$ cat config.mk
export PLATFORM = sky130hd
export DESIGN_NAME = dual_axis_drive_safety_interlock
export DESIGN_NICKNAME = d
export VERILOG_FILES = /design/src/sv/dadsi_pkg.sv /design/src/sv/dadsi_axis.sv /design/src/sv/dual_axis_drive_safety_interlock.sv
export SDC_FILE = /design/constraint.sdc
export NUM_CORES = 1
export LEC_CHECK = 0
export BUFFER_PORTS_ARGS = -buffer_cell sky130_fd_sc_hd__clkbuf_2
export CORE_MARGIN = 5
export CORE_UTILIZATION = 51
export CTS_CLUSTER_SIZE = 30
export DETAILED_ROUTE_END_ITERATION = 12
export PLACE_DENSITY_LB_ADDON = 0.25
export SLEW_MARGIN = 15
export SYNTH_ARGS = -nofsm -noshare
export SYNTH_HDL_FRONTEND = slang
export SYNTH_SLANG_ARGS = --single-unit
$ cat constraint.sdc
create_clock -name clk_i -period 4.95 [get_ports clk_i]
set_clock_uncertainty 0.15 [all_clocks]
set_input_delay 0.495 -clock clk_i [delete_from_list [all_inputs] [get_ports clk_i]]
set_output_delay 0.495 -clock clk_i [all_outputs]
set_load 0.03 [all_outputs]
$ cat src/sv/dadsi_pkg.sv
// Shared types and constants for the dual-axis drive safety interlock.
`default_nettype none

package dadsi_pkg;

  localparam int unsigned CfgIdxW  = 3;
  localparam int unsigned CfgDataW = 16;

  // Configuration register indexes.
  localparam logic [CfgIdxW-1:0] RegRemoteTimeout = 3'd0;
  localparam logic [CfgIdxW-1:0] RegRangeTimeout  = 3'd1;
  localparam logic [CfgIdxW-1:0] RegLatHighMax    = 3'd2;
  localparam logic [CfgIdxW-1:0] RegLatLowMin     = 3'd3;
  localparam logic [CfgIdxW-1:0] RegVertHighMax   = 3'd4;
  localparam logic [CfgIdxW-1:0] RegVertLowMin    = 3'd5;
  localparam logic [CfgIdxW-1:0] RegNeutralBand   = 3'd6;
  localparam logic [CfgIdxW-1:0] RegShellEnable   = 3'd7;

  // Reset values of the configuration registers.
  localparam logic [15:0] RemoteTimeoutRst = 16'd100;
  localparam logic [7:0]  RangeTimeoutRst  = 8'd10;
  localparam logic [15:0] HighMaxRst       = 16'hFFFF;
  localparam logic [15:0] LowMinRst        = 16'h0000;
  localparam logic [15:0] NeutralBandRst   = 16'd512;
  localparam logic        ShellEnableRst   = 1'b1;

  localparam logic [7:0]  RunMax     = 8'hFF;
  localparam logic [15:0] SilenceMax = 16'hFFFF;

  typedef struct packed {
    logic        user_enable;
    logic [7:0]  mode;
    logic        message_seen;
    logic [15:0] lat_sample;
    logic [15:0] vert_sample;
    logic [15:0] lat_actual;
    logic [15:0] lat_desired;
    logic [15:0] vert_actual;
    logic [15:0] vert_desired;
  } in_item_t;

  typedef struct packed {
    logic drive_enabled;
    logic watchdog_level;
    logic lat_interlocked;
    logic vert_interlocked;
    logic fault_indicator;
  } out_item_t;

  // Limits for one axis.
  typedef struct packed {
    logic [15:0] high_max;
    logic [15:0] low_min;
    logic [15:0] neutral_band;
  } axis_cfg_t;

  // Updated run counters and band status for one axis.
  typedef struct packed {
    logic [7:0] high_run;
    logic [7:0] low_run;
    logic       in_band;
  } axis_stat_t;

endpackage

`default_nettype wire

$ cat src/sv/dadsi_axis.sv
// Range run counters and neutral band check for one drive axis.
`default_nettype none

module dadsi_axis
  import dadsi_pkg::*;
(
  input  wire logic       clear_i,
  input  wire logic [15:0] sample_i,
  input  wire logic [15:0] actual_i,
  input  wire logic [15:0] desired_i,
  input  wire logic [7:0]  high_run_i,
  input  wire logic [7:0]  low_run_i,
  input  wire axis_cfg_t   cfg_i,
  output axis_stat_t       stat_o
);

  logic [7:0]  high_base;
  logic [7:0]  low_base;
  logic [7:0]  high_inc;
  logic [7:0]  low_inc;
  logic [15:0] err;

  // With clear_i set (user or shell disabled) the runs start again from zero in this tick.
  assign high_base = clear_i ? '0 : high_run_i;
  assign low_base  = clear_i ? '0 : low_run_i;
  assign high_inc  = (high_base == RunMax) ? RunMax : high_base + 8'd1;
  assign low_inc   = (low_base == RunMax) ? RunMax : low_base + 8'd1;

  assign err = (actual_i >= desired_i) ? actual_i - desired_i : desired_i - actual_i;

  always_comb begin
    stat_o.high_run = '0;
    stat_o.low_run  = '0;
    stat_o.in_band  = (err < cfg_i.neutral_band);
    if (sample_i >= cfg_i.high_max) begin
      stat_o.high_run = high_inc;
    end else if (sample_i <= cfg_i.low_min) begin
      stat_o.low_run = low_inc;
    end
  end

endmodule

`default_nettype wire

$ cat src/sv/dual_axis_drive_safety_interlock.sv
// Top level of the dual-axis drive safety interlock.
//
//   channel  signals                          direction
//   in       in_valid_i/in_ready_o/in_data_i  one control tick
//   out      out_valid_o/out_ready_i/out_data_o  one status result
//   cfg      cfg_we_i/cfg_idx_i/cfg_data_i    register write, no wait
//
// The state update and the result are computed from the input port in
// one pass and land in the result register.
// A new tick is taken in every cycle in which the result register is empty
// or its transfer completes, so stalls on the output back up one item only.
// Reset clears the tick state and loads the register defaults; the result data register is not reset.
`default_nettype none

module dual_axis_drive_safety_interlock
  import dadsi_pkg::*;
(
  input  wire logic                clk_i,
  input  wire logic                rst_ni,
  input  wire logic                in_valid_i,
  output logic                     in_ready_o,
  input  wire in_item_t            in_data_i,
  output logic                     out_valid_o,
  input  wire logic                out_ready_i,
  output out_item_t                out_data_o,
  input  wire logic                cfg_we_i,
  input  wire logic [CfgIdxW-1:0]  cfg_idx_i,
  input  wire logic [CfgDataW-1:0] cfg_data_i
);

  // Configuration registers.
  logic [15:0] remote_timeout_q;
  logic [7:0]  range_timeout_q;
  logic [15:0] lat_high_max_q, lat_low_min_q;
  logic [15:0] vert_high_max_q, vert_low_min_q;
  logic [15:0] neutral_band_q;
  logic        shell_enable_q;

  // Tick state.
  logic [15:0] silence_q, silence_d;
  logic [7:0]  lat_high_q, lat_low_q, vert_high_q, vert_low_q;
  logic [7:0]  prev_mode_q;
  logic        lat_lock_q, lat_lock_d, vert_lock_q, vert_lock_d;
  logic        wd_div_q, wd_div_d, wd_level_q, wd_level_d;

  logic        out_valid_q;
  out_item_t   out_q, out_d;

  logic        in_fire;
  logic        user_ok;
  logic        range_fault;
  logic        approve;
  logic [15:0] silence_base;
  axis_cfg_t   lat_cfg, vert_cfg;
  axis_stat_t  lat_stat, vert_stat;

  assign in_ready_o  = !out_valid_q || out_ready_i;
  assign in_fire     = in_valid_i && in_ready_o;
  assign out_valid_o = out_valid_q;
  assign out_data_o  = out_q;

  always_ff @(posedge clk_i or negedge rst_ni) begin
    if (!rst_ni) begin
      remote_timeout_q <= RemoteTimeoutRst;
      range_timeout_q  <= RangeTimeoutRst;
      lat_high_max_q   <= HighMaxRst;
      lat_low_min_q    <= LowMinRst;
      vert_high_max_q  <= HighMaxRst;
      vert_low_min_q   <= LowMinRst;
      neutral_band_q   <= NeutralBandRst;
      shell_enable_q   <= ShellEnableRst;
    end else if (cfg_we_i) begin
      case (cfg_idx_i)
        RegRemoteTimeout: remote_timeout_q <= cfg_data_i;
        RegRangeTimeout:  range_timeout_q  <= cfg_data_i[7:0];
        RegLatHighMax:    lat_high_max_q   <= cfg_data_i;
        RegLatLowMin:     lat_low_min_q    <= cfg_data_i;
        RegVertHighMax:   vert_high_max_q  <= cfg_data_i;
        RegVertLowMin:    vert_low_min_q   <= cfg_data_i;
        RegNeutralBand:   neutral_band_q   <= cfg_data_i;
        RegShellEnable:   shell_enable_q   <= cfg_data_i[0];
        default: begin
        end
      endcase
    end
  end

  // Remote silence counter: a message restarts it, then it counts on
  // until it has passed the timeout.
  assign silence_base = in_data_i.message_seen ? '0 : silence_q;
  assign silence_d    = (silence_base <= remote_timeout_q && silence_base != SilenceMax)
                        ? silence_base + 16'd1 : silence_base;

  assign user_ok = in_data_i.user_enable && shell_enable_q;

  assign lat_cfg  = '{high_max: lat_high_max_q, low_min: lat_low_min_q,
                      neutral_band: neutral_band_q};
  assign vert_cfg = '{high_max: vert_high_max_q, low_min: vert_low_min_q,
                      neutral_band: neutral_band_q};

  dadsi_axis u_lat (
    .clear_i    (!user_ok),
    .sample_i   (in_data_i.lat_sample),
    .actual_i   (in_data_i.lat_actual),
    .desired_i  (in_data_i.lat_desired),
    .high_run_i (lat_high_q),
    .low_run_i  (lat_low_q),
    .cfg_i      (lat_cfg),
    .stat_o     (lat_stat)
  );

  dadsi_axis u_vert (
    .clear_i    (!user_ok),
    .sample_i   (in_data_i.vert_sample),
    .actual_i   (in_data_i.vert_actual),
    .desired_i  (in_data_i.vert_desired),
    .high_run_i (vert_high_q),
    .low_run_i  (vert_low_q),
    .cfg_i      (vert_cfg),
    .stat_o     (vert_stat)
  );

  assign range_fault = (lat_stat.high_run > range_timeout_q) ||
                       (lat_stat.low_run > range_timeout_q) ||
                       (vert_stat.high_run > range_timeout_q) ||
                       (vert_stat.low_run > range_timeout_q);

  assign approve = user_ok && !range_fault && (silence_d < remote_timeout_q);

  always_comb begin
    wd_div_d    = wd_div_q;
    wd_level_d  = wd_level_q;
    lat_lock_d  = lat_lock_q;
    vert_lock_d = vert_lock_q;
    if (approve) begin
      wd_div_d = !wd_div_q;
      if (wd_div_q) begin
        wd_level_d = !wd_level_q;
      end
      if (in_data_i.mode != prev_mode_q) begin
        lat_lock_d  = 1'b1;
        vert_lock_d = 1'b1;
      end
    end else begin
      lat_lock_d  = 1'b1;
      vert_lock_d = 1'b1;
    end
    // A locked axis releases as soon as its position error is in the band.
    if (lat_stat.in_band) begin
      lat_lock_d = 1'b0;
    end
    if (vert_stat.in_band) begin
      vert_lock_d = 1'b0;
    end
  end

  always_comb begin
    out_d.drive_enabled    = approve;
    out_d.watchdog_level   = wd_level_d;
    out_d.lat_interlocked  = lat_lock_d;
    out_d.vert_interlocked = vert_lock_d;
    out_d.fault_indicator  = !approve;
  end

  always_ff @(posedge clk_i or negedge rst_ni) begin
    if (!rst_ni) begin
      silence_q   <= '0;
      lat_high_q  <= '0;
      lat_low_q   <= '0;
      vert_high_q <= '0;
      vert_low_q  <= '0;
      prev_mode_q <= '0;
      lat_lock_q  <= 1'b0;
      vert_lock_q <= 1'b0;
      wd_div_q    <= 1'b0;
      wd_level_q  <= 1'b0;
      out_valid_q <= 1'b0;
    end else begin
      if (in_fire) begin
        silence_q   <= silence_d;
        lat_high_q  <= lat_stat.high_run;
        lat_low_q   <= lat_stat.low_run;
        vert_high_q <= vert_stat.high_run;
        vert_low_q  <= vert_stat.low_run;
        prev_mode_q <= in_data_i.mode;
        lat_lock_q  <= lat_lock_d;
        vert_lock_q <= vert_lock_d;
        wd_div_q    <= wd_div_d;
        wd_level_q  <= wd_level_d;
        out_valid_q <= 1'b1;
      end else if (out_ready_i) begin
        out_valid_q <= 1'b0;
      end
    end
  end

  always_ff @(posedge clk_i) begin
    if (in_fire) begin
      out_q <= out_d;
    end
  end

  // An approved tick never leaves the silence count at or past the timeout.
  a_approve_silence: assert property (@(posedge clk_i) disable iff (!rst_ni)
    in_fire && approve |=> silence_q < $past(remote_timeout_q))
    else $error("approved tick with remote timed out");

  // The watchdog only moves on approved ticks.
  a_wd_hold: assert property (@(posedge clk_i) disable iff (!rst_ni)
    in_fire && !approve |=> wd_level_q == $past(wd_level_q) && wd_div_q == $past(wd_div_q))
    else $error("watchdog moved without approval");

  // The reported interlock flags match the stored lock state.
  a_lock_report: assert property (@(posedge clk_i) disable iff (!rst_ni)
    in_fire |=> out_q.lat_interlocked == lat_lock_q && out_q.vert_interlocked == vert_lock_q)
    else $error("interlock flags differ from lock state");

  // An empty result register always lets the next tick in.
  a_ready_empty: assert property (@(posedge clk_i) disable iff (!rst_ni)
    !out_valid_q |-> in_ready_o)
    else $error("input stalled with empty result register");

endmodule

`default_nettype wire
==> flow_metrics.tcl <==
set metrics [dict create \
    syn_to_final_growth_pct 13.3 \
    final_core_util_pct 58.3 \
    layout-drive-gt1-share_pct 20.2 \
    worstSetupPathType "reg -> reg" \
    synthCells 1669 \
    hpwlAfterDp_um 28100 \
    antenna_left 0 \
    routed_wirelength_um 36600 \
    via_count 12400 \
    grt_pass1_wl_um 60500 \
    path_max_fanout 9 \
    hp-start "in_data_i[98]" \
    end_kind "flip-flop" \
    firstDrtPassIters 5 \
    hold_class "in -> reg" \
    synth_seq_cells 171 \
    port_buffers 136 \
    p_leak_nw 8.36 \
    cts_inserted_buffers 17 \
    maxSlewViolCount 0 \
    insertedDiodeCount 0 \
    numClockSinks 171 \
    synth_cell_types 76 \
    crit_path_start "lat_high_max_q[0]$_DFFE_PN1P_" \
    reg2reg_depth 19 \
    core-area_mm2 0.0285 \
    synth_edf_count 5 \
    path_clk_slew_ns 0.08 \
    slew_headroom_pct 35.5 \
    cts-htree-levels 4 \
    period_needed_ns 4.56 \
    final_cell_mix "ha_1 (224), inv_1 (190), nand2_1 (178)" \
    grt-ovfl-total 0 \
    wl_per_cell_um 16.5 \
    grt_max_degree 87 \
    yosys-top-cells-area "dfrtp_1 (22%), ha_1 (19%), dfstp_2 (7.0%), mux2_2 (6.0%), inv_1 (4.9%)" \
    synth_nets 2027 \
    syn_area_mm2 0.0147 \
    p_per_area_mw_per_mm2 303 \
    cap_violations 0 \
    cts_root_buf "clkbuf_16" \
    rsz0062_at_grt "no" \
    drt_iter0_drc 655 \
    die_area_mm2 0.0323 \
    synth-async-reset-ratio_pct 97.1 \
    hold_violations 0 \
    cts_tree "yes" \
    yosysSeqAreaShare_pct 29.6 \
    start_util_pct 51.5 \
    grt_pass1_vias 12400 \
    fin_crit_sh_pct 92.2 \
    ios 137 \
    arrival_ns 4.61 \
    fmax_mhz 219 \
    crit_path_cell_trace "ha_1 -> nand2b_1 -> a21o_1 -> a21o_1 -> a21oi_1 -> o21ai_0 -> a21oi_2 -> o311ai_2 -> buf_4 -> a211oi_1 -> ha_1 -> nand3_1 -> a21oi_1 -> a211oi_1 -> a31oi_1 -> nor3_1 -> nand4_2 -> or2_1 -> o21a_1" \
    peakVddDrop_uv 203 \
    clock_latency_ns 0.44 \
    post-synth-top-area-cell "dfrtp_1" \
    status "completed" \
    gp_congestion 0.892 \
    r2r-start "lat_high_max_q[0]$_DFFE_PN1P_" \
    cts_buffer_depth 2 \
    antenna_found_initial 0 \
    cp.required_ns 5.00 \
    dieHeight_um 180 \
    via_per_inst 5.60 \
    synth_top_cell_area_share_pct 21.6 \
    nets 2181 \
    row_count 62 \
    route.detailed.drc 0 \
    finalPower_mw 5.04 \
    start_kind "flip-flop" \
    synth_warnings 0 \
    mostFrequentLayoutCell "ha_1" \
    die_w_um 180 \
    setup_violations 0 \
    worst_pin_slew_ns 0.962 \
    fin_tns_setup_ns 0 \
    worstHoldPathCells 3 \
    worst_path_largest_cell_delay_ns 0.53 \
    avgSynthCellArea_um2 8.80 \
    track_usage_pct 22.2 \
    synthFlopType "dfrtp_1" \
    slowest_stage "dfstp_2" \
]
[power by group]
part | internal (mW) | switching (mW) | total [mW]
Sequential | 1.69 | 0.119 | 1.81
Combinational | 0.805 | 1.07 | 1.87
Clock | 0.684 | 0.671 | 1.36
[critical path, delay by kind of cell (launching register included)]
family | cells | cell delay [ns]
adder cells (fa/ha/maj) | 2 | 0.53
AND/OR/NAND/NOR | 5 | 0.84
flip-flops | 1 | 0.53
AO/OA/AOI/OAI | 11 | 2.01
buffers and inverters | 1 | 0.26
[per-layer routing]
metal	wire length (µm)	GRT usage, %	vias up
met5	0	0	-
met2	17700	38.4	273
li1	-	-	6184
met4	665	5.70	0
met1	16800	29.5	5919
met3	1410	3.01	45
[flip-flops by register name (all words and copies together) (netlist names), 16 cells and up]
name and count:
lat_low_min_q 16, silence_q 16, remote_timeout_q 16, neutral_band_q 16, lat_high_max_q 16, vert_high_max_q 16
vert_low_min_q 16
[per-stage QoR]
stage	std cells	cell area (µm²)	hold WS, ns	setup slack (ns)
global route	2220	16600	0.128	0.0841
detailed placement	2187	16000	0.325	0.0104
floorplan	1669	14700	0.0494	0.0346
global placement	2187	16000	0.316	0.130
finish	2220	16600	0.123	0.386
CTS	2220	16600	0.115	0.349
[area by class of cell]
type                    count  area, µm²
fillers                  2594      11900
multi-input cells        1251       9400
flip-flops and latches    171       4350
repair buffers            191       1100
inverters                 191        717
well taps                 384        480
clock buffers              17        425
clock inverters            15        171
[synth_stat cells (13+ instances only)]
cell      number
a211oi_1      15
a21o_1        67
a21oi_1      108
and3_1        16
clkbuf_1      38
dfrtp_1      127
dfstp_2       39
ha_1         224
inv_1        190
mux2_2        78
mux2i_1       22
nand2_1      179
nand2b_1      14
nand3_1       28
nand4_1       34
nor2_1        74
nor2b_1       20
nor3_1        27
o21a_1        13
o21ai_0      110
xnor2_1       29
xor2_1        34
[path summary, 6_finish.rpt]
| path | endpoint | slack, ns |
|---|---|---|
| max | out_data_o[1]$_DFFE_PP_ | 0.39 |
| max reg2reg | out_data_o[1]$_DFFE_PP_ | 0.39 |
| min reg2reg | vert_low_q[0]$_DFFE_PN0P_ | 0.34 |
| min | prev_mode_q[1]$_DFFE_PN0P_ | 0.12 |
| min in group asynchronous | lat_high_q[2]$_DFFE_PN0P_ | 0.49 |
| max in group asynchronous | vert_low_min_q[14]$_DFFE_PN0P_ | 2.99 |
[cells by family after synthesis]
kind of cell | synth area share, %
buffers and inverters | 6.60
DFF | 29.6
and+or+nand+nor | 14.2
muxes | 7.58
xor gates and xnor gates | 3.76
adders and majority gates | 19.6
AOI/OAI and AO/OA | 18.6
[timing repair]
| action | in CTS | in global routing |
|---|---|---|
| endpoints found under the setup margin | 0 | 4 |
| endpoints found under the hold margin | 15 | 0 |
| setup buffers | 0 | 0 |
| resized for setup | 0 | 1 |
| hold buffers | 1 | 0 |
Power figures use the tool's default switching activity.
